==> src/hdl/rats_pkg.sv <==
// Relay actuator test sequencer: shared types, register indexes and constants.
// Used by the status channel interface and every module of the block.
package rats_pkg;

	localparam int unsigned TimeClip = 250;
	localparam int unsigned CfgIdxW = 3;
	localparam int unsigned CfgDataW = 16;
	localparam int unsigned TimerW = 8;

	typedef logic [TimerW-1:0] timer_t;

	typedef enum logic [1:0] {
		PH_IDLE = 2'd0,
		PH_ON   = 2'd1,
		PH_OFF  = 2'd2,
		PH_END  = 2'd3
	} phase_t;

	typedef enum logic [CfgIdxW-1:0] {
		REG_CODE  = 3'd0,
		REG_ON    = 3'd1,
		REG_OFF   = 3'd2,
		REG_TOTAL = 3'd3,
		REG_HOLD  = 3'd4
	} reg_idx_t;

	// Times are kept already clipped; the clip only depends on the register value.
	typedef struct packed {
		logic [7:0] code;
		timer_t     on_ticks;
		timer_t     off_ticks;
		timer_t     total_ticks;
		timer_t     hold_ticks;
	} cfg_t;

	function automatic timer_t clip_time(input logic [CfgDataW-1:0] v);
		if (v > CfgDataW'(TimeClip))
			return TimerW'(TimeClip);
		else
			return v[TimerW-1:0];
	endfunction

endpackage

==> src/hdl/rats_seq.sv <==
// Phase state machine and its interval, total and hold timers.
// Advances one tick per step strobe; depends on rats_pkg.
module rats_seq import rats_pkg::*; (
	input  logic       clk,
	input  logic       arst_n,
	input  logic       step,
	input  logic       test_enable,
	input  logic [7:0] requested_code,
	input  cfg_t       cfg,
	output phase_t     phase_next
);

	phase_t phase_q, phase_d;
	timer_t interval_q, interval_d;
	timer_t total_q, total_d;
	timer_t hold_q, hold_d;
	logic   enabled;

	assign enabled = test_enable && (requested_code == cfg.code);

	always_ff @(posedge clk or negedge arst_n) begin
		if (!arst_n) begin
			phase_q    <= PH_IDLE;
			interval_q <= '0;
			total_q    <= '0;
			hold_q     <= '0;
		end else if (step) begin
			phase_q    <= phase_d;
			interval_q <= interval_d;
			total_q    <= total_d;
			hold_q     <= hold_d;
		end
	end

	always_comb begin
		phase_d    = phase_q;
		interval_d = interval_q;
		total_d    = total_q;
		hold_d     = hold_q;
		unique case (phase_q)
			PH_IDLE: begin
				if (enabled) begin
					phase_d    = PH_ON;
					interval_d = cfg.on_ticks;
					total_d    = cfg.total_ticks;
				end
			end
			PH_ON, PH_OFF: begin
				if (!enabled) begin
					phase_d = PH_IDLE;
				end else if (total_q <= TimerW'(1)) begin
					// total expiry wins over interval expiry
					phase_d = PH_END;
					hold_d  = cfg.hold_ticks;
				end else begin
					if (phase_q == PH_ON) begin
						if (interval_q <= TimerW'(1)) begin
							phase_d    = PH_OFF;
							interval_d = cfg.off_ticks;
						end else begin
							interval_d = interval_q - TimerW'(1);
						end
					end else if (interval_q != '0) begin
						interval_d = interval_q - TimerW'(1);
					end
					total_d = total_q - TimerW'(1);
				end
			end
			PH_END: begin
				if (enabled && hold_q == '0)
					phase_d = PH_IDLE;
				else if (hold_q != '0)
					hold_d = hold_q - TimerW'(1);
			end
			default: phase_d = PH_IDLE;
		endcase
	end

	assign phase_next = phase_d;

endmodule
==> config.mk <==
export PLATFORM = sky130hd
export DESIGN_NAME = rats_seq
export DESIGN_NICKNAME = d
export VERILOG_FILES = /design/src/hdl/rats_pkg.sv /design/src/hdl/rats_seq.sv
export SDC_FILE = /design/constraint.sdc
export NUM_CORES = 1
export LEC_CHECK = 0
export BUFFER_PORTS_ARGS = -buffer_cell sky130_fd_sc_hd__buf_2
export CORE_MARGIN = 2
export CORE_UTILIZATION = 44
export DETAILED_ROUTE_END_ITERATION = 8
export PLACE_DENSITY = 0.69
export RECOVER_POWER = 100
export SETUP_SLACK_MARGIN = 0.15
export SLEW_MARGIN = 10
export SYNTH_ARGS = -nofsm -noshare
export SYNTH_HDL_FRONTEND = slang
export SYNTH_SLANG_ARGS = --single-unit
==> constraint.sdc <==
create_clock -name clk -period 2.8 [get_ports clk]
set_clock_uncertainty 0.05 [all_clocks]
set_input_delay 0.14 -clock clk [delete_from_list [all_inputs] [get_ports clk]]
set_output_delay 0.14 -clock clk [all_outputs]
set_load 0.02 [all_outputs]
==> Flow_metrics.wiki <==
{| class="wikitable"
! Metric !! Value
|-
| Critical path data required time || 2960 ps
|-
| RSZ-0062 raised after global routing || false
|-
| First-pass GRT wire length || 8666 um
|-
| Sink Count || 26
|-
| Via-to-Cell Ratio || 5.619
|-
| Clk pin slew, worst setup/hold paths || 90 ps
|-
| Final Total Pwr || 1.219 mW
|-
| Vias after detailed routing || 2107
|-
| Die Outline Area || 5403 um2
|-
| Proportion of layout cells with a drive suffix above 1 || 21.81%
|-
| Pwr dens || 485.3 nW/um2
|-
| Critical Path End Type || register
|-
| Final setup viols || 0
|-
| Die height || 73.51 um
|-
| Switching power of the nets || 476.7 uW
|-
| Number of antenna violations at the first check in global routing || 0
|-
| Average cell area after synthesis || 7.932 um2
|-
| Max frequency || 399.3 MHz
|-
| Post-route setup slack || 295.8 ps
|-
| Share of power burned in registers || 38.1%
|-
| Final period demand of the worst path || 2504 ps
|-
| Total clock buffers created by CTS || 3
|-
| Worst slew slack as a fraction of its limit || 2.522%
|-
| Switch share || 39.10%
|-
| Initial cell density of the core || 45.31%
|-
| Slowest-stage cell, CP || or4_4
|-
| Sum of routed wire length over all layers || 5154 um
|-
| DP Worst Slack || 286.2 ps
|-
| DRC violation total after the first TritonRoute iteration || 89
|-
| Number of H-tree levels || 1
|-
| Number of cells produced by synthesis || 268
|-
| Outcome || completed
|-
| Core region area || 4692 um2
|-
| Skew-Pair Late Insertion Delay || 270 ps
|-
| Final hold violation count || 0
|-
| Weighted congestion reported at the end of routability-driven placement || 0.8000
|-
| Routed length per instance || 13.74 um
|-
| Maximum single-stage delay on the critical path || 570 ps
|-
| Leading cell types by count after synthesis || nand2_1, a21oi_1, dfrtp_1, o21ai_0
|-
| Area growth syn-to-layout || 18.19%
|-
| Startpoint type of the worst setup path || register
|-
| Multi-input logic area || 1368 um2
|-
| Number of synthesized flops with an enable pin || 0
|-
| Comb pwr share || 41.3%
|-
| Most prevalent standard cell on the critical path || inv_1
|-
| Die span in x || 73.51 um
|-
| Global-route usage over all layers || 20.27%
|-
| Final-report max-slew violation count || 0
|-
| Clk buf depth || 2
|-
| Vias in the first global route || 1952
|-
| Flip-flop and latch count after synthesis || 26
|-
| Worst EP arrival || 2670 ps
|-
| Count of filler cells inserted in the layout || 460
|-
| Clock tree from TritonCTS || done
|-
| Share of Yosys cell area claimed by the top area cell type || 30.61%
|-
| Router iterations before antenna repair || 4
|-
| Overflow after GRT || 0
|-
| Cell accounting for the most synthesized area || dfrtp_1
|-
| Max FO, Critical Path || 11
|-
| Fraction of synthesis flops using an asynchronous set or reset pin || 100.0%
|-
| Worst Hold Class || in2reg
|-
| Clock root buffer || clkbuf_8
|-
| Post-synthesis cell type count || 53
|-
| Synthesized net count || 329
|-
| Tightest Pin Transition || 1462 ps
|-
| Final period util || 89.43%
|-
| Most frequently used flop master after synthesis || dfrtp_1
|-
| Pin count of the biggest net entering global routing || 28
|-
| Summed instance area of the synthesized netlist || 2126 um2
|-
| Synth top area cells || dfrtp_1, a21oi_1, o21ai_0
|-
| HPWL Detailed || 3911 um
|-
| Total negative slack || 0 ps
|-
| P_leak || 1.204 nW
|-
| Number of port buffers || 53
|-
| Synth warnings || 0
|-
| # nets final || 383
|-
| Worst hold slack after final layout || 84.18 ps
|-
| Portion of the post-synthesis area used by sequential elements || 30.61%
|-
| Int Power || 742.6 uW
|-
| Worst VDD drop || 0.2775 mV
|-
| Type of the worst setup path || reg2reg
|-
| Number of rows in the core area || 25
|-
| Number of remaining DRC errors || 0
|-
| Total area of sequential cells || 650.6 um2
|-
| Top-count cell post-synth || nand2_1
|-
| CP Cell Sequence || inv_1 -> ha_1 -> inv_1 -> a21oi_1 -> and3_2 -> or4_4 -> mux2_4 -> a21oi_2
|-
| Antenna diode instance count || 0
|-
| I/O pins || 54
|-
| Clock group share of total power || 20.6%
|-
| Routed Antenna Nets || 0
|-
| Maximum capacitance violations || 0
|}
## worst max-delay path, delay by kind of cell, from the launching register on
| kind | cells | cell delay [ps] |
|---|---|---|
| simple gates | 2 | 810 |
| buf+inv | 2 | 310 |
| fa+ha+maj | 1 | 290 |
| flops | 1 | 430 |
| compound gates | 2 | 230 |
| mux | 1 | 330 |
## cells in the final DEF (no fill, tap or decap), types with 2 or more instances in the layout
master      n
clkbuf_1    2
nand3_1     8
a31oi_1     6
inv_1      15
and3_2      2
a21oi_1    27
o211ai_1    6
mux2i_1     5
clkbuf_8    4
buf_4       5
xor2_1     10
xnor2_1     3
o21ai_0    27
and2_0      2
ha_1        9
o2bb2ai_1   2
nor3_1     10
nand4_1     6
o21a_1      2
and3_1      2
nand2_1    29
o21bai_1    2
nor2_1     15
nor2b_1     4
nor3b_1     2
buf_2      52
dfrtp_1    26
nand2b_1    9
nor4_2      2
o22ai_1     2
or3_1       3
## kinds of logic (layout without fill, tap and decap cells)
logic type | count (synthesis) | in the layout | synth area share (%)
and+or+nand+nor | 104 | 104 | 26.84
AOI/OAI and AO/OA | 84 | 84 | 23.72
DFF | 26 | 26 | 30.61
buffers and inverters | 26 | 79 | 5.120
xor gates and xnor gates | 13 | 13 | 5.356
adders and majority gates | 9 | 9 | 5.297
muxes | 6 | 6 | 3.061
## stage by stage
step	utilization, %	area (um2)	std cells
2_1_floorplan	-	2126	268
3_3_place_gp	52.08	2444	369
3_5_place_dp	52.08	2444	369
6_report	53.55	2512	375
4_1_cts	53.47	2509	374
5_1_grt	53.55	2512	375
## worst paths after layout
kind | start | to | slack [ps] | cells past startpoint
worst max-delay path | phase_q[1]$_DFFE_PN0P_ | interval_q[0]$_DFFE_PN0P_ | 300 | 8
worst min-delay path | cfg[14] | total_q[6]$_DFFE_PN0P_ | 80 | 3
worst max register to register | phase_q[1]$_DFFE_PN0P_ | interval_q[0]$_DFFE_PN0P_ | 300 | 8
worst min register to register | hold_q[6]$_DFFE_PN0P_ | hold_q[6]$_DFFE_PN0P_ | 460 | 1
max in group asynchronous | arst_n | total_q[5]$_DFFE_PN0P_ | 1160 | 2
min in group asynchronous | arst_n | hold_q[5]$_DFFE_PN0P_ | 690 | 2
## routing by layer
metal	up-vias	track usage (%)	share of wire (%)
li1	1070	-	-
met2	38	34.92	48
met4	0	4.444	0.83
met5	-	0	0
met3	4	3.704	3.8
met1	995	26.39	47
## power groups by stage
stage          sequential, mW  clock (mW)  combinational, mW
3_3_place_gp            0.470           0              0.497
3_5_place_dp            0.471           0              0.506
4_1_cts                 0.464       0.259              0.509
5_1_grt                 0.474       0.276              0.568
2_1_floorplan           0.458           0              0.362
6_report                0.465       0.251              0.504
## final cells by class
| cell class | count | share of cell area (%) |
|---|---|---|
| well taps | 54 | 2.689 |
| inverters | 15 | 2.241 |
| flip-flops and latches | 26 | 25.90 |
| repair buffers | 60 | 12.55 |
| clock buffers | 4 | 2.191 |
| multi-input cells | 216 | 54.43 |
## repair_timing
item | in CTS | in global routing
gates resized for setup | 0 | 3
endpoints found under the setup margin | 0 | 12
buffers inserted | 0 | 1
hold buffers | 1 | 0
hold endpoints to repair | 26 | 0
## sequential cells by signal (all words and copies together), names as in the netlist
register	count
phase_q	2
hold_q	8
interval_q	8
total_q	8
Power figures use the tool's default switching activity.
