`src/hdl/rats_pkg.sv`:
```
// Relay actuator test sequencer: shared types, register indexes and constants.
// Used by the status channel interface and every module of the block.
package rats_pkg;

	localparam int unsigned TimeClip = 250;
	localparam int unsigned CfgIdxW = 3;
	localparam int unsigned CfgDataW = 16;
	localparam int unsigned TimerW = 8;

	typedef logic [TimerW-1:0] timer_t;

	typedef enum logic [1:0] {
		PH_IDLE = 2'd0,
		PH_ON   = 2'd1,
		PH_OFF  = 2'd2,
		PH_END  = 2'd3
	} phase_t;

	typedef enum logic [CfgIdxW-1:0] {
		REG_CODE  = 3'd0,
		REG_ON    = 3'd1,
		REG_OFF   = 3'd2,
		REG_TOTAL = 3'd3,
		REG_HOLD  = 3'd4
	} reg_idx_t;

	// Times are kept already clipped; the clip only depends on the register value.
	typedef struct packed {
		logic [7:0] code;
		timer_t     on_ticks;
		timer_t     off_ticks;
		timer_t     total_ticks;
		timer_t     hold_ticks;
	} cfg_t;

	function automatic timer_t clip_time(input logic [CfgDataW-1:0] v);
		if (v > CfgDataW'(TimeClip))
			return TimerW'(TimeClip);
		else
			return v[TimerW-1:0];
	endfunction

endpackage

```
`src/hdl/rats_cfg_regs.sv`:
```
// Configuration register file; times are clipped as they are written.
// Depends on rats_pkg.
module rats_cfg_regs import rats_pkg::*; (
	input  logic                clk,
	input  logic                arst_n,
	input  logic                cfg_we,
	input  logic [CfgIdxW-1:0]  cfg_idx,
	input  logic [CfgDataW-1:0] cfg_wdata,
	output cfg_t                cfg
);

	cfg_t cfg_q;

	always_ff @(posedge clk or negedge arst_n) begin
		if (!arst_n) begin
			cfg_q <= '0;
		end else if (cfg_we) begin
			unique case (cfg_idx)
				REG_CODE:  cfg_q.code        <= cfg_wdata[7:0];
				REG_ON:    cfg_q.on_ticks    <= clip_time({8'd0, cfg_wdata[7:0]});
				REG_OFF:   cfg_q.off_ticks   <= clip_time({8'd0, cfg_wdata[7:0]});
				REG_TOTAL: cfg_q.total_ticks <= clip_time(cfg_wdata);
				REG_HOLD:  cfg_q.hold_ticks  <= clip_time({8'd0, cfg_wdata[7:0]});
				default: ;
			endcase
		end
	end

	assign cfg = cfg_q;

endmodule

```
`config.mk`:
```
export PLATFORM = sky130hd
export DESIGN_NAME = rats_cfg_regs
export DESIGN_NICKNAME = d
export VERILOG_FILES = /design/src/hdl/rats_pkg.sv /design/src/hdl/rats_cfg_regs.sv
export SDC_FILE = /design/constraint.sdc
export NUM_CORES = 1
export LEC_CHECK = 0
export CORE_UTILIZATION = 39
export CTS_BUF_LIST = sky130_fd_sc_hd__clkbuf_8
export DETAILED_ROUTE_END_ITERATION = 10
export DONT_BUFFER_PORTS = 1
export GPL_ROUTABILITY_DRIVEN = 0
export GPL_TIMING_DRIVEN = 1
export PLACE_DENSITY_LB_ADDON = 0.15
export SYNTH_ARGS = -nofsm -noshare
export SYNTH_HDL_FRONTEND = slang
export SYNTH_SLANG_ARGS = --single-unit
```
`constraint.sdc`:
```
create_clock -name clk -period 0.8 [get_ports clk]
set_input_delay 0.12 -clock clk [delete_from_list [all_inputs] [get_ports clk]]
set_output_delay 0.12 -clock clk [all_outputs]
set_load 0.01 [all_outputs]
```
==> results of run 1 <==
==> final timing paths <==
kind,from,endpoint,slack [ps],cells past startpoint
worst max register to register,cfg[38]$_DFFE_PN0P_,cfg[38]$_DFFE_PN0P_,-90,2
worst max-delay path,cfg[39]$_DFFE_PN0P_,cfg[39],-150,1
max in group asynchronous,arst_n,cfg[9]$_DFFE_PN0P_,1190,0
min in group clk,cfg_wdata[11],cfg[10]$_DFFE_PN0P_,70,3
worst min-delay path,arst_n,cfg[31]$_DFFE_PN0P_,-480,0
worst min register to register,cfg[24]$_DFFE_PN0P_,cfg[24]$_DFFE_PN0P_,520,2
==> logic make-up after synthesis <==
group / share of synthesized area [%]
mux: 5.62
buf+inv: 1.64
compound gates: 8.03
simple gates: 22.3
flops: 62.4
==> layer usage <==
layer | share of wire (%) | wire length [um]
met2 | 50 | 2080
met3 | 4.9 | 203
met1 | 44 | 1810
met4 | 1.2 | 51
met5 | 0 | 0
==> cell type report <==
type	instances	area share, %
well taps	48	2.59
multi-input cells	99	26.8
clock buffers	6	3.56
repair buffers	54	23.2
flip-flops and latches	40	43.1
clock inverters	2	0.323
inverters	2	0.323
==> repair_timing <==
action | CTS | global route
gates cloned | 0 | 0
setup endpoints to repair | 40 | 52
gates resized for setup | 25 | 8
setup buffers | 11 | 0
pin swaps | 4 | 0
endpoints found under the hold margin | 68 | 40
==> power by group through the flow <==
| stage | clock network (mW) | registers (mW) | logic [mW] |
|---|---|---|---|
| 5_1_grt | 1.46 | 2.72 | 1.21 |
| 3_3_place_gp | 0 | 2.68 | 0.797 |
| 6_report | 1.33 | 2.68 | 1.11 |
| 2_1_floorplan | 0 | 2.73 | 0.326 |
| 4_1_cts | 1.35 | 2.69 | 1.10 |
| 3_5_place_dp | 0 | 2.69 | 0.824 |
==> through the flow <==
stage                     TNS (ps)  utilization (%)  setup WS [ps]  std cells
after floorplan              -2480                -           -275        145
after global routing         -5090             61.1           -180        251
after global placement       -3460             51.4           -261        224
after detailed placement     -4110             51.4           -305        224
final                        -3780             61.1           -148        251
after CTS                    -4430             60.5           -157        251
==> layout by cell type (no fill, tap or decap), types with 2 or more instances in the layout <==
master	n
buf_6	27
buf_4	19
o21ai_0	10
o22ai_1	2
nand3_1	2
clkbuf_8	6
inv_1	4
dlymetal6s4s_1	5
and4bb_2	3
nand4bb_1	3
dlygate4sd3_1	3
nand2_1	55
o22a_1	5
nor4_4	2
nor2_1	2
dfrtp_1	40
mux2_2	7
==> flow_summary.toml, run 1 <==
[sta]
drv_slew = 0
setup_slack_ps = -148
finalClockSkew_ps = 0
finalSetupViolations = 45
holdWs_ps = -482
hold_viol = 40
fmax_mhz = 1050
max_slew_margin_pct = 78.5
layout_min_cycle_time_ps = 948
tightest_slew_ps = 323
fin_crit_sh_pct = 119
rsz0062_at_grt = "true"

[setup_path]
end_kind = "primary output"
start_kind = "flop"
path_buf_inv = 1
path_cells = "buf_6"
crit_type = "flop to primary output"
crit_path_max_incr_delay_ps = 410
worstPathMaxFanout = 2
cp_data_arrival_time_ps = 830
cpLargestDelayFamily = "flip-flops"
critPathRequiredTime_ps = 680
crit_path_top_delay_cell = "dfrtp_1"

[power_and_ir_drop]
swShare_pct = 27.0
power_density_mw_per_mm2 = 2210
leakage_nw = 1.13
ir_drop_v = 0.00136
power_mw = 5.12
p_sw_mw = 1.38
internal-power_mw = 3.74
seq_power_share_pct = 52.4
p_clk_share_pct = 26.0
p_comb_share_pct = 21.6

[global_routing]
grt_pass1_wl_um = 6600
grt_usage_pct = 21.2
use_met1_pct = 28.6
grtUsageMet3_pct = 6.90
grt_pass1_vias = 1287
grt_max_degree = 41
antenna_found_initial = 0
grt-ovfl-total = 0
grtUsageMet2_pct = 32.7
busiest_layer = "met2"

[cells_and_area]
syn_to_final_growth_pct = 44.7
drive_above_1_share_pct = 34.0
antenna-diode-count = 0
multiInputGateArea_sq_um = 623
seq_area_sq_mm = 0.00100
fill_cells = 312
final_nets = 224
largest_reg_flops = 40
finish.instance_area_sq_mm = 0.00232

[die]
die_w_um = 66.1
dieArea_sq_mm = 0.00437
rows = 22
initial_utilization_pct = 42.2
pin_count = 62
die_y_um = 66.1
core_area_sq_mm = 0.00380

[placement]
dp_hpwl_um = 2810
placed_cell_area_sq_mm = 0.00195
portBuffers = 0

[logic_synthesis]
synth_edf_count = 0
ys_top_cells_by_count = "nand2_1 (55), dfrtp_1 (40), o21ai_0 (10)"
synth_area_leaders = "dfrtp_1 (62%), nand2_1 (13%), mux2_2 (5.6%)"
yosysSeqAreaShare_pct = 62.4
synthArstFlopShare_pct = 100
synth_nets = 167
synth_top_cell_by_area = "dfrtp_1"
synth_cell_types = 21
avgSynthCellArea_sq_um = 11.1
syn-instance-count = 145
synth_seq_cells = 40
synthFlopType = "dfrtp_1"
synthesis.area_sq_mm = 0.00160
synth_top_area_share_pct = 62.4
yosysMostFrequentCell = "nand2_1"
synth_warnings = 0

[route]
drc_errors = 0
dr.pass1.iters = 4
vias = 1284
drt_iter0_drc = 82
wire_per_inst_um = 16.5
routed_via_density = 5.12
ant_nets = 0
drt_wl_total_um = 4150

[clocking]
cts_root_buf = "clkbuf_8"
clk_path_buf_depth = 2
htreeDepth = 2
cts.clk_slew.worst_paths_ps = 70
cts_tree = "built"
postCtsHoldBufs = 8
cts_made_buffers = 5
clk_latency_ps = 280
clock-sinks = 40

[job]
drv_cap = 0

[run_status]
violations = "hold timing, setup timing"
outcome = "finished with violations"

[worst_hold_path]
hp-class = "primary input to async pin"
Power figures use the tool's default switching activity.
==> run 2, diff against run 1 <==
--- a/config.mk
+++ b/config.mk
@@ -12,6 +12,7 @@
 export GPL_ROUTABILITY_DRIVEN = 0
 export GPL_TIMING_DRIVEN = 1
 export PLACE_DENSITY_LB_ADDON = 0.15
+export SETUP_SLACK_MARGIN = 0.3
 export SYNTH_ARGS = -nofsm -noshare
 export SYNTH_HDL_FRONTEND = slang
 export SYNTH_SLANG_ARGS = --single-unit
==> run 2 against run 1 <==
Against the previous run: combinational power fell by 9%; routed wire length fell by 6.8%; first-iteration DRC count fell by 20%; setup slack improved by 1.4 ps; largest cell class unchanged; sequential share of layout area rose by 2.6 points; die area did not move; largest power group unchanged; the flow still finishes with violations (hold timing, setup timing); cell count fell by 6.4%; flip-flop and latch count did not move.
==> flow_summary.toml, run 2 (synthesized netlist as in run 1, its figures left out) <==
[route]
wire_per_inst_um = 16.5
drc_errors = 0
vias = 1229
dr.pass1.iters = 4
ant_nets = 0
routed_via_density = 5.23
drt_wl_total_um = 3870
drt_iter0_drc = 66

[sta]
hold_viol = 70
setup_slack_ps = -147
rsz0062_at_grt = "true"
finalClockSkew_ps = 0
layout_min_cycle_time_ps = 947
fmax_mhz = 1060
holdWs_ps = -479
finalSetupViolations = 42
max_slew_margin_pct = 80.7
tightest_slew_ps = 287
fin_crit_sh_pct = 118
drv_slew = 0

[cells_and_area]
final_nets = 208
layout_commonest_cell = "nand2_1"
fill_cells = 335
layout_common_cells = "nand2_1 (53), dfrtp_1 (40), buf_6 (28)"
multiInputGateArea_sq_um = 642
drive_above_1_share_pct = 35.8
antenna-diode-count = 0
instances_no_fill = 235
seq_area_sq_mm = 0.00100
syn_to_final_growth_pct = 36.6
largest_reg_flops = 40

[placement]
dp_cells = 220
dp_hpwl_um = 2760
portBuffers = 0

[worst_hold_path]
hp-class = "primary input to async pin"

[setup_path]
crit_type = "flop to primary output"
reg2reg_slack_ps = -90
start_kind = "flop"
cp_data_arrival_time_ps = 830
regToRegStartpoint = "cfg[37]$_DFFE_PN0P_"
cpLargestDelayFamily = "flip-flops"
worstPathMaxFanout = 2
crit_path_max_incr_delay_ps = 410
crit_path_top_delay_cell = "dfrtp_1"
critPathRequiredTime_ps = 680
r2r_cells = 2
path_buf_inv = 1
end_kind = "primary output"
path_cells = "buf_6"
cp.depth = 1
r2r-end = "cfg[37]$_DFFE_PN0P_"
cp-startpoint = "cfg[34]$_DFFE_PN0P_"

[die]
pin_count = 62
rows = 22
initial_utilization_pct = 42.2
die_y_um = 66.1
die_w_um = 66.1
core_area_sq_mm = 0.00380
dieArea_sq_mm = 0.00437

[global_routing]
grt-ovfl-total = 0
grt_usage_pct = 19.6
grt_pass1_wl_um = 6130
grt_max_degree = 41
grt_pass1_vias = 1242
antenna_found_initial = 0

[power_and_ir_drop]
ir_drop_v = 0.00115
power_density_mw_per_mm2 = 2280
leakage_nw = 1.02
power_mw = 5.00

[run_status]
outcome = "finished with violations"
violations = "hold timing, setup timing"

[clocking]
clock-sinks = 40
clk_path_buf_depth = 2
cts_root_buf = "clkbuf_8"
cts.clk_slew.worst_paths_ps = 70
cts_made_buffers = 5
htreeDepth = 2
cts_tree = "built"
clk_latency_ps = 280

[job]
drv_cap = 0
==> run 2: cell types whose count changed in the layout (fill, tap and decap cells not counted), sizes merged <==
cell,before,now
dlymetal6s4s,5,0
dlygate4sd3,3,0
buf,46,38
==> run 2: worst reg2reg max path: stages (launching register included) <==
cell	delay, ps
dfrtp_1	400
buf_4	130
mux2_2	250
==> run 2: final cells by class <==
type                            instances  area share, %
Sequential cell                        40           45.7
Multi-Input combinational cell         99           29.3
Timing Repair Buffer                   38           17.8
Clock buffer                            6           3.77
Tap cell                               48           2.74
Clock inverter                          2          0.343
Inverter                                2          0.343
==> run 2: timing repair <==
| action | CTS | global route |
|---|---|---|
| buffers inserted | 3 | 4 |
| gates resized for setup | 28 | 4 |
| endpoints found under the setup margin | 80 | 80 |
| hold endpoints to repair | 70 | 70 |
| pin swaps | 9 | 0 |
==> run 2: metrics by stage <==
step / area [sq um] / util, % / setup slack, ps / hold WS, ps / TNS (ps)
3_5_place_dp: 1940 / 51.0 / -302 / -175 / -3270
2_1_floorplan: 1700 / - / -275 / -176 / -2470
3_3_place_gp: 1940 / 51.0 / -280 / -175 / -3200
6_report: 2190 / 57.7 / -147 / -479 / -3660
5_1_grt: 2190 / 57.7 / -171 / -496 / -4820
4_1_cts: 2150 / 56.6 / -145 / -484 / -3900
==> run 2: worst max-delay path by stage <==
stage,end,slack (ps)
2_1_floorplan,cfg[32]$_DFFE_PN0P_,-270
3_3_place_gp,cfg[33]$_DFFE_PN0P_,-280
3_5_place_dp,cfg[34]$_DFFE_PN0P_,-300
4_1_cts,cfg[16],-150
5_1_grt,cfg[15],-170
6_report,cfg[34],-150
==> run 2: layer usage <==
layer | part of all wire (%) | wire length (um) | GRT usage, % | up-vias
met4 | 1.2 | 47 | 5.85 | 0
met3 | 7.3 | 281 | 7.24 | 6
met2 | 48 | 1850 | 32.0 | 44
met5 | 0 | 0 | 0 | -
met1 | 44 | 1690 | 24.1 | 602
li1 | - | - | - | 577
==> run 2: report_power, final <==
group | leakage, nW | total, mW | internal (mW) | switching (mW)
combinational | 0.483 | 1.01 | 0.634 | 0.375
clock | 0.0538 | 1.31 | 0.677 | 0.635
sequential | 0.480 | 2.68 | 2.37 | 0.317
total | 1.02 | 5.00 | 3.68 | 1.33
==> run 3, diff against run 2 <==
--- a/config.mk
+++ b/config.mk
@@ -5,7 +5,7 @@
 export SDC_FILE = /design/constraint.sdc
 export NUM_CORES = 1
 export LEC_CHECK = 0
-export CORE_UTILIZATION = 39
+export CORE_UTILIZATION = 55
 export CTS_BUF_LIST = sky130_fd_sc_hd__clkbuf_8
 export DETAILED_ROUTE_END_ITERATION = 10
 export DONT_BUFFER_PORTS = 1
==> run 3 against run 2 <==
Against the previous run: critical endpoint is now cfg[13]; global-route usage rose by 5.6 points; highest routed layer unchanged; critical path depth did not move; sequential power rose by 1%; combinational power fell by 4%; largest power group unchanged; count of clock-buffer cells in the layout fell by 1; the flow still finishes with violations (hold timing, setup timing); register-to-register slack got worse by 30 ps; clock skew did not move; clock power fell by 11%.
==> flow_summary.toml, run 3 (synthesized netlist as in run 1, its figures left out) <==
[run_status]
outcome = "finished with violations"
violations = "hold timing, setup timing"

[global_routing]
antenna_found_initial = 0
grt_pass1_wl_um = 5920
grt_pass1_vias = 1236
grt_usage_pct = 25.3
grt_max_degree = 41
grt-ovfl-total = 0

[placement]
portBuffers = 0
dp_hpwl_um = 2550
dp_slack_ps = -267

[route]
routed_via_density = 5.89
drc_errors = 0
wire_per_inst_um = 17.9
ant_nets = 0
vias = 1267
drt_iter0_drc = 58
drt_wl_total_um = 3860
dr.pass1.iters = 4

[sta]
fin_crit_sh_pct = 119
layout_min_cycle_time_ps = 953
finalClockSkew_ps = 0
fmax_mhz = 1050
setup_slack_ps = -153
rsz0062_at_grt = "true"
finalSetupViolations = 48
holdWs_ps = -487
drv_slew = 0
hold_viol = 70
tightest_slew_ps = 298
max_slew_margin_pct = 80.1

[die]
pin_count = 62
die_y_um = 56.0
initial_utilization_pct = 58.2
dieArea_sq_mm = 0.00314
die_w_um = 56.0
rows = 19
core_area_sq_mm = 0.00276

[setup_path]
critPathRequiredTime_ps = 680
start_kind = "flop"
path_buf_inv = 1
reg2reg_slack_ps = -120
path_cells = "buf_6"
end_kind = "primary output"
cpLargestDelayFamily = "flip-flops"
cp_data_arrival_time_ps = 830
crit_path_max_incr_delay_ps = 410
crit_path_top_delay_cell = "dfrtp_1"
crit_type = "flop to primary output"
worstPathMaxFanout = 2

[cells_and_area]
drive_above_1_share_pct = 37.5
fill_cells = 192
layout_commonest_cell = "nand2_1"
syn_to_final_growth_pct = 34.6
layout_common_cells = "nand2_1 (51), dfrtp_1 (40), buf_6 (26)"
final_nets = 208
antenna-diode-count = 0
largest_reg_flops = 40

[power_and_ir_drop]
power_density_mw_per_mm2 = 2250
power_mw = 4.86
leakage_nw = 1.00
ir_drop_v = 0.00207

[job]
drv_cap = 0

[clocking]
clock-sinks = 40
cts_made_buffers = 5
htreeDepth = 2
cts_root_buf = "clkbuf_8"
cts_tree = "built"
clk_path_buf_depth = 2
cts.clk_slew.worst_paths_ps = 70
clk_latency_ps = 290

[worst_hold_path]
hp-class = "primary input to async pin"
==> run 3: final timing paths <==
check / depth (start not counted) / to / startpoint
min: 0 / cfg[7]$_DFFE_PN0P_ / arst_n
min reg2reg: 2 / cfg[7]$_DFFE_PN0P_ / cfg[7]$_DFFE_PN0P_
max reg2reg: 2 / cfg[38]$_DFFE_PN0P_ / cfg[38]$_DFFE_PN0P_
max in group asynchronous: 0 / cfg[25]$_DFFE_PN0P_ / arst_n
min in group clk: 2 / cfg[5]$_DFFE_PN0P_ / cfg_wdata[5]
max: 1 / cfg[13] / cfg[13]$_DFFE_PN0P_
==> run 3: timing repair <==
| action | in CTS | in global routing |
|---|---|---|
| endpoints found under the setup margin | 80 | 80 |
| gates cloned | 0 | 0 |
| resized for setup | 21 | 13 |
| hold endpoints to repair | 69 | 69 |
| pin swaps | 7 | 2 |
| setup buffers | 7 | 5 |
==> run 3: area by class of cell <==
class                   count  area [sq um]  share of cell area, %
flip-flops and latches     40          1000                   46.3
multi-input cells          99           661                   30.6
inverters                   2          7.51                  0.348
well taps                  31          38.8                   1.80
clock buffers               5          68.8                   3.19
repair buffers             38           383                   17.7
==> run 3: routing by layer <==
metal	up-vias	part of all wire (%)	global-route usage, %	routed length (um)
li1	575	-	-	-
met1	632	38	29.1	1470
met2	55	53	44.4	2060
met3	5	7.5	9.07	290
met4	0	1.1	6.62	42
met5	-	0	0	0
==> run 3: power breakdown <==
| group | internal (mW) | switching, mW | total, mW |
|---|---|---|---|
| sequential | 2.37 | 0.357 | 2.72 |
| clock | 0.561 | 0.605 | 1.17 |
| combinational | 0.608 | 0.361 | 0.969 |
| total | 3.53 | 1.32 | 4.86 |
==> run 3: metrics by stage <==
stage / cell area (sq um) / instances / hold WS, ps / TNS (ps) / util, %
2_1_floorplan: 1700 / 145 / -176 / -2470 / -
3_3_place_gp: 1880 / 198 / -175 / -3200 / 68.1
3_5_place_dp: 1880 / 198 / -175 / -3170 / 68.1
4_1_cts: 2070 / 210 / -485 / -3420 / 75.2
5_1_grt: 2160 / 215 / -489 / -4390 / 78.3
6_report: 2160 / 215 / -487 / -3600 / 78.3
